## src/sia_pkg.sv

```systemverilog
// Shared types, codes and defaults for the shift/insert array.
package sia_pkg;

	// Field widths of the words on the channels
	localparam int unsigned OP_W     = 3;
	localparam int unsigned INDEX_W  = 7;
	localparam int unsigned VALUE_W  = 32;
	localparam int unsigned STATUS_W = 2;
	localparam int unsigned COUNT_W  = 7;

	// Defaults for the top-level parameters
	localparam int unsigned DEPTH_DEF      = 64;
	localparam int unsigned ELEM_WIDTH_DEF = 32;

	typedef enum logic [OP_W-1:0] {
		OP_READ   = 3'd0,
		OP_WRITE  = 3'd1,
		OP_INSERT = 3'd2,
		OP_REMOVE = 3'd3,
		OP_APPEND = 3'd4
	} op_t;

	typedef enum logic [STATUS_W-1:0] {
		ST_OK    = 2'd0,
		ST_RANGE = 2'd1,
		ST_FULL  = 2'd2
	} status_t;

	// Command broadcast to every cell of the row
	typedef enum logic [1:0] {
		CMD_HOLD  = 2'd0,
		CMD_SET   = 2'd1,
		CMD_SHUP  = 2'd2,
		CMD_SHDN  = 2'd3
	} cell_cmd_t;

endpackage

```

## src/sia_cell.sv

```systemverilog
// One storage cell of the row: holds an element, loads, or takes a neighbour's.
module sia_cell #(
	parameter int unsigned ELEM_WIDTH = 32,
	parameter int unsigned POS_W      = 7,
	parameter int unsigned SLOT       = 0
) (
	input  logic                    clk,
	input  logic                    arst_n,
	input  sia_pkg::cell_cmd_t      cmd,
	input  logic [POS_W-1:0]        pos,
	input  logic [ELEM_WIDTH-1:0]   wr_data,
	input  logic [ELEM_WIDTH-1:0]   prev_data,
	input  logic [ELEM_WIDTH-1:0]   next_data,
	output logic [ELEM_WIDTH-1:0]   data,
	output logic [ELEM_WIDTH-1:0]   rd_data
);
	import sia_pkg::*;

	localparam logic [POS_W-1:0] MY_POS = POS_W'(SLOT);

	logic                  hit;
	logic                  above;
	logic [ELEM_WIDTH-1:0] data_q;

	assign hit   = (pos == MY_POS);
	assign above = (pos < MY_POS);

	// element register
	always_ff @(posedge clk or negedge arst_n) begin
		if (!arst_n) begin
			data_q <= '0;
		end else begin
			case (cmd)
				CMD_SET: begin
					if (hit) data_q <= wr_data;
				end
				CMD_SHUP: begin
					if (hit) data_q <= wr_data;
					else if (above) data_q <= prev_data;
				end
				CMD_SHDN: begin
					if (hit || above) data_q <= next_data;
				end
				default: begin
				end
			endcase
		end
	end

	assign data    = data_q;
	// gated read tap, ORed across the row
	assign rd_data = hit ? data_q : '0;

endmodule

```

## config.mk

```make
export PLATFORM = sky130hd
export DESIGN_NAME = sia_cell
export DESIGN_NICKNAME = d
export VERILOG_FILES = /design/src/sia_pkg.sv /design/src/sia_cell.sv
export SDC_FILE = /design/constraint.sdc
export NUM_CORES = 1
export LEC_CHECK = 0
export BUFFER_PORTS_ARGS = -buffer_cell sky130_fd_sc_hd__buf_2
export CORE_ASPECT_RATIO = 0.7
export CORE_MARGIN = 2
export CORE_UTILIZATION = 35
export DETAILED_ROUTE_END_ITERATION = 7
export PLACE_DENSITY = 0.77
export SYNTH_ARGS = -nofsm -noshare
export SYNTH_HDL_FRONTEND = slang
export SYNTH_SLANG_ARGS = --single-unit
```

## constraint.sdc

```tcl
create_clock -name clk -period 2.3 [get_ports clk]
set_clock_uncertainty 0.15 [all_clocks]
set_input_delay 0.46 -clock clk [delete_from_list [all_inputs] [get_ports clk]]
set_output_delay 0.46 -clock clk [all_outputs]
set_load 0.05 [all_outputs]
```

==> metrics.md <==
| Metric | Value |
|---|---|
| Hold buffers post-CTS | 0 |
| Num Clock Sinks | 32 |
| Leak pwr | roughly 1.6 nW |
| Worst-path cell chain | buf_6, or4_4, nor2_4, buf_8, and2_2, buf_6 |
| Reg2reg end | data[31] |
| IO Count | roughly 170 |
| DP Area | 2651 µm² |
| Peak Freq | around 420 MHz |
| Adder-cell share of the synthesized area | 0% |
| Global-route wire length before repair | 8017 µm |
| Met3 Usage GRT | around 4.0% |
| TritonCTS clock tree | built |
| CP Launch Type | primary input |
| Hold WS | 0.08880 ns |
| Vias in the first global route | approximately 1700 |
| Post-Synth XOR/XNOR Area | 0% |
| IR drop worst, VDD | roughly 0.26 mV |
| Synth warnings | 0 |
| Initial antenna violation count | 0 |
| R2R cell count | 1 |
| DR vias | roughly 1600 |
| Synth area leader | dfrtp_1 |
| Worst-Skew Late Latency | between 0.2 and 0.3 ns |
| Root buf cell | clkbuf_8 |
| DRT Wirelength | approximately 5000 µm |
| Initial DRC Count | 48 |
| Overall Global Routing Usage | between 15 and 20% |
| Post-Syn Nets | 250 |
| Die area | 5811 µm² |
| Cell area after layout | ~3100 µm² |
| Post-synthesis simple-gate area fraction | a little over an eighth |
| Met2 Resource Use GR | approximately a third |
| Register Area | ~800 µm² |
| Hold Path Class | primary input to async pin |
| Tot Pwr | between 1.5 and 2 mW |
| Top FF cell, synth | dfrtp_1 |
| Largest net degree at the start of global routing | 33 |
| EDFF count, synth | 0 |
| Post-DP HPWL | between 3000 and 4000 µm |
| Area of the multi-input gates | between 1000 and 1500 µm² |
| Setup TNS | -0.9954 ns |
| Worst Path Max Fanout | 16 |
| Antenna Violating Nets Remaining | 0 |
| #FFs+latches synth | 32 |
| Critical path type | primary input to output port |
| Period utilization | 102.3% |
| Area Growth Syn to Fin | 68.36% |
| Ys async rst share | between 90% and 100% |
| GR Overflow Total | 0 |
| NumNets Final | roughly 400 |
| Placed cells | 350 |
| PD cells | approximately 540 nW/µm² |
| Main combinational cell family by area after synthesis | multiplexers |
| H-Tree Depth | 2 |
| Final min period | ~2.4 ns |
| Initial core utilization | ~37% |
| Crit end category | output port |
| Crit path max-delay family | simple AND/OR/NAND/NOR gates |
| Compound-Gate Fraction of Synth Area | 0% |
| Standard-cell row count | 21 |
| Fraction of layout cells with a size suffix above 1 | ~87% |
| Distinct cell type count after synthesis | 11 |
| Most common cell in the netlist | mux2_2 |
| Die Ht | 64.38 µm |
| Final cell count without fillers | ~360 |
| PortBufs | between 100 and 150 |
| Register area share after synthesis | between 40% and 50% |
| Clock Tree Buf Depth | 2 |
| CP max stage delay | 0.54 ns |
| Busiest grt layer | met2 |
| Multiplexer share of the synthesized area | around two fifths |
| Crit-path slowest cell | or4_4 |
| Area contributors post-synth | dfrtp_1, mux2_2, and2_1 |
| Synth top cells by count | mux2_2, and2_1, dfrtp_1 |
| Max FFs per register | 32 |
| Final Util | 62.80% |
| Share of the synthesized area in the top cell type | ~44% |
| Worst slack, placed | -0.1704 ns |
| Worst-Margin Slew | just over 0.7 ns |
| CTS buffer count | 5 |
| Drt first pass iters | 2 |
| Worst r2r src | data[31] |
| Final setup viols | 32 |
| Worst path arrival time | approximately 1.7 ns |
| Final worst slack | -0.05318 ns |
| Reg2Reg Setup Slack | around 1.4 ns |
| Vias per inst | about 4.6 |
| Unrepaired setup endpoints after global routing | yes |
| Syn Inst Count | between 100 and 150 |
| Post-CTS setup buffers | 0 |
| Synthesized area | around 1800 µm² |
| Die X | 90.26 µm |
| Antenna diodes | 0 |
| DRC | 0 |
| Max Slew Vio Count | 0 |
| MaxCap Viol Count | 0 |
| Failing checks | setup timing |
| Gp weighted congestion | 0.6828 |
| Core Footprint | 4887 µm² |
| Critical Path RT | roughly 1.7 ns |
| Global-route track usage on met1 | ~21% |
| Worst path bufs/invs | 3 |
| Status | finished with violations |
| Mean post-synth cell area | about 13 µm² |
| WL per Instance | 13.90 µm |
| Crit path launch | pos[2] |
| Relative slew slack | 52.17% |
| Final hold vios | 0 |
| Most Frequent Cell on Critical Path | buf_6 |
| Fill count | between 400 and 500 |
| CTS clock-pin slew for the worst setup and hold paths | around 0.060 ns |
[power by group]
part | internal [mW] | total (mW) | switching, mW
logic | 0.186 | 0.528 | 0.342
registers | 0.631 | 0.680 | 0.0493
clock network | 0.244 | 0.434 | 0.190
[layer usage]
metal / wire length (µm) / up-vias / share of wire [%]
li1: - / 789 / -
met1: 2075 / 762 / 42
met2: 2539 / 87 / 51
met3: 361 / 3 / 7.2
met4: 14 / 0 / 0.28
met5: 0 / - / 0
[layout make-up]
| class | instances | area share (%) |
|---|---|---|
| Tap cell | 69 | 2.813 |
| Clock buffer | 8 | 2.935 |
| Multi-Input combinational cell | 102 | 33.67 |
| Sequential cell | 32 | 26.09 |
| Timing Repair Buffer | 148 | 34.49 |
[layout by cell type, fill, tap and decap left out, drive strengths merged]
master and n:
buf 148, or4 1, or3 1, nand2 1, and2 32, dfrtp 32
nor2 2, mux2 64, nor3 1, clkbuf 8
[worst max-delay path by stage]
stage,to,slack [ns],depth (start not counted)
final,rd_data[24],-0.05,6
after global routing,rd_data[24],-0.1,6
after CTS,rd_data[10],-0.07,6
after detailed placement,rd_data[19],-0.17,6
after global placement,rd_data[19],-0.16,6
after floorplan,rd_data[10],-0.05,4
[kinds of logic (layout without fill, tap and decap cells)]
| kind of cell | after synthesis | after routing |
|---|---|---|
| buffers and inverters | 9 | 156 |
| flip-flops | 32 | 32 |
| multiplexers | 64 | 64 |
| AND/OR/NAND/NOR | 38 | 38 |
[what timing repair did]
item / in CTS / in global routing
setup endpoints to repair: 32 / 32
endpoints found under the hold margin: 0 / 0
cloned: 1 / 0
resized for setup: 99 / 7
pin swaps: 14 / 3
No activity file was read; power rests on OpenSTA's default activity.
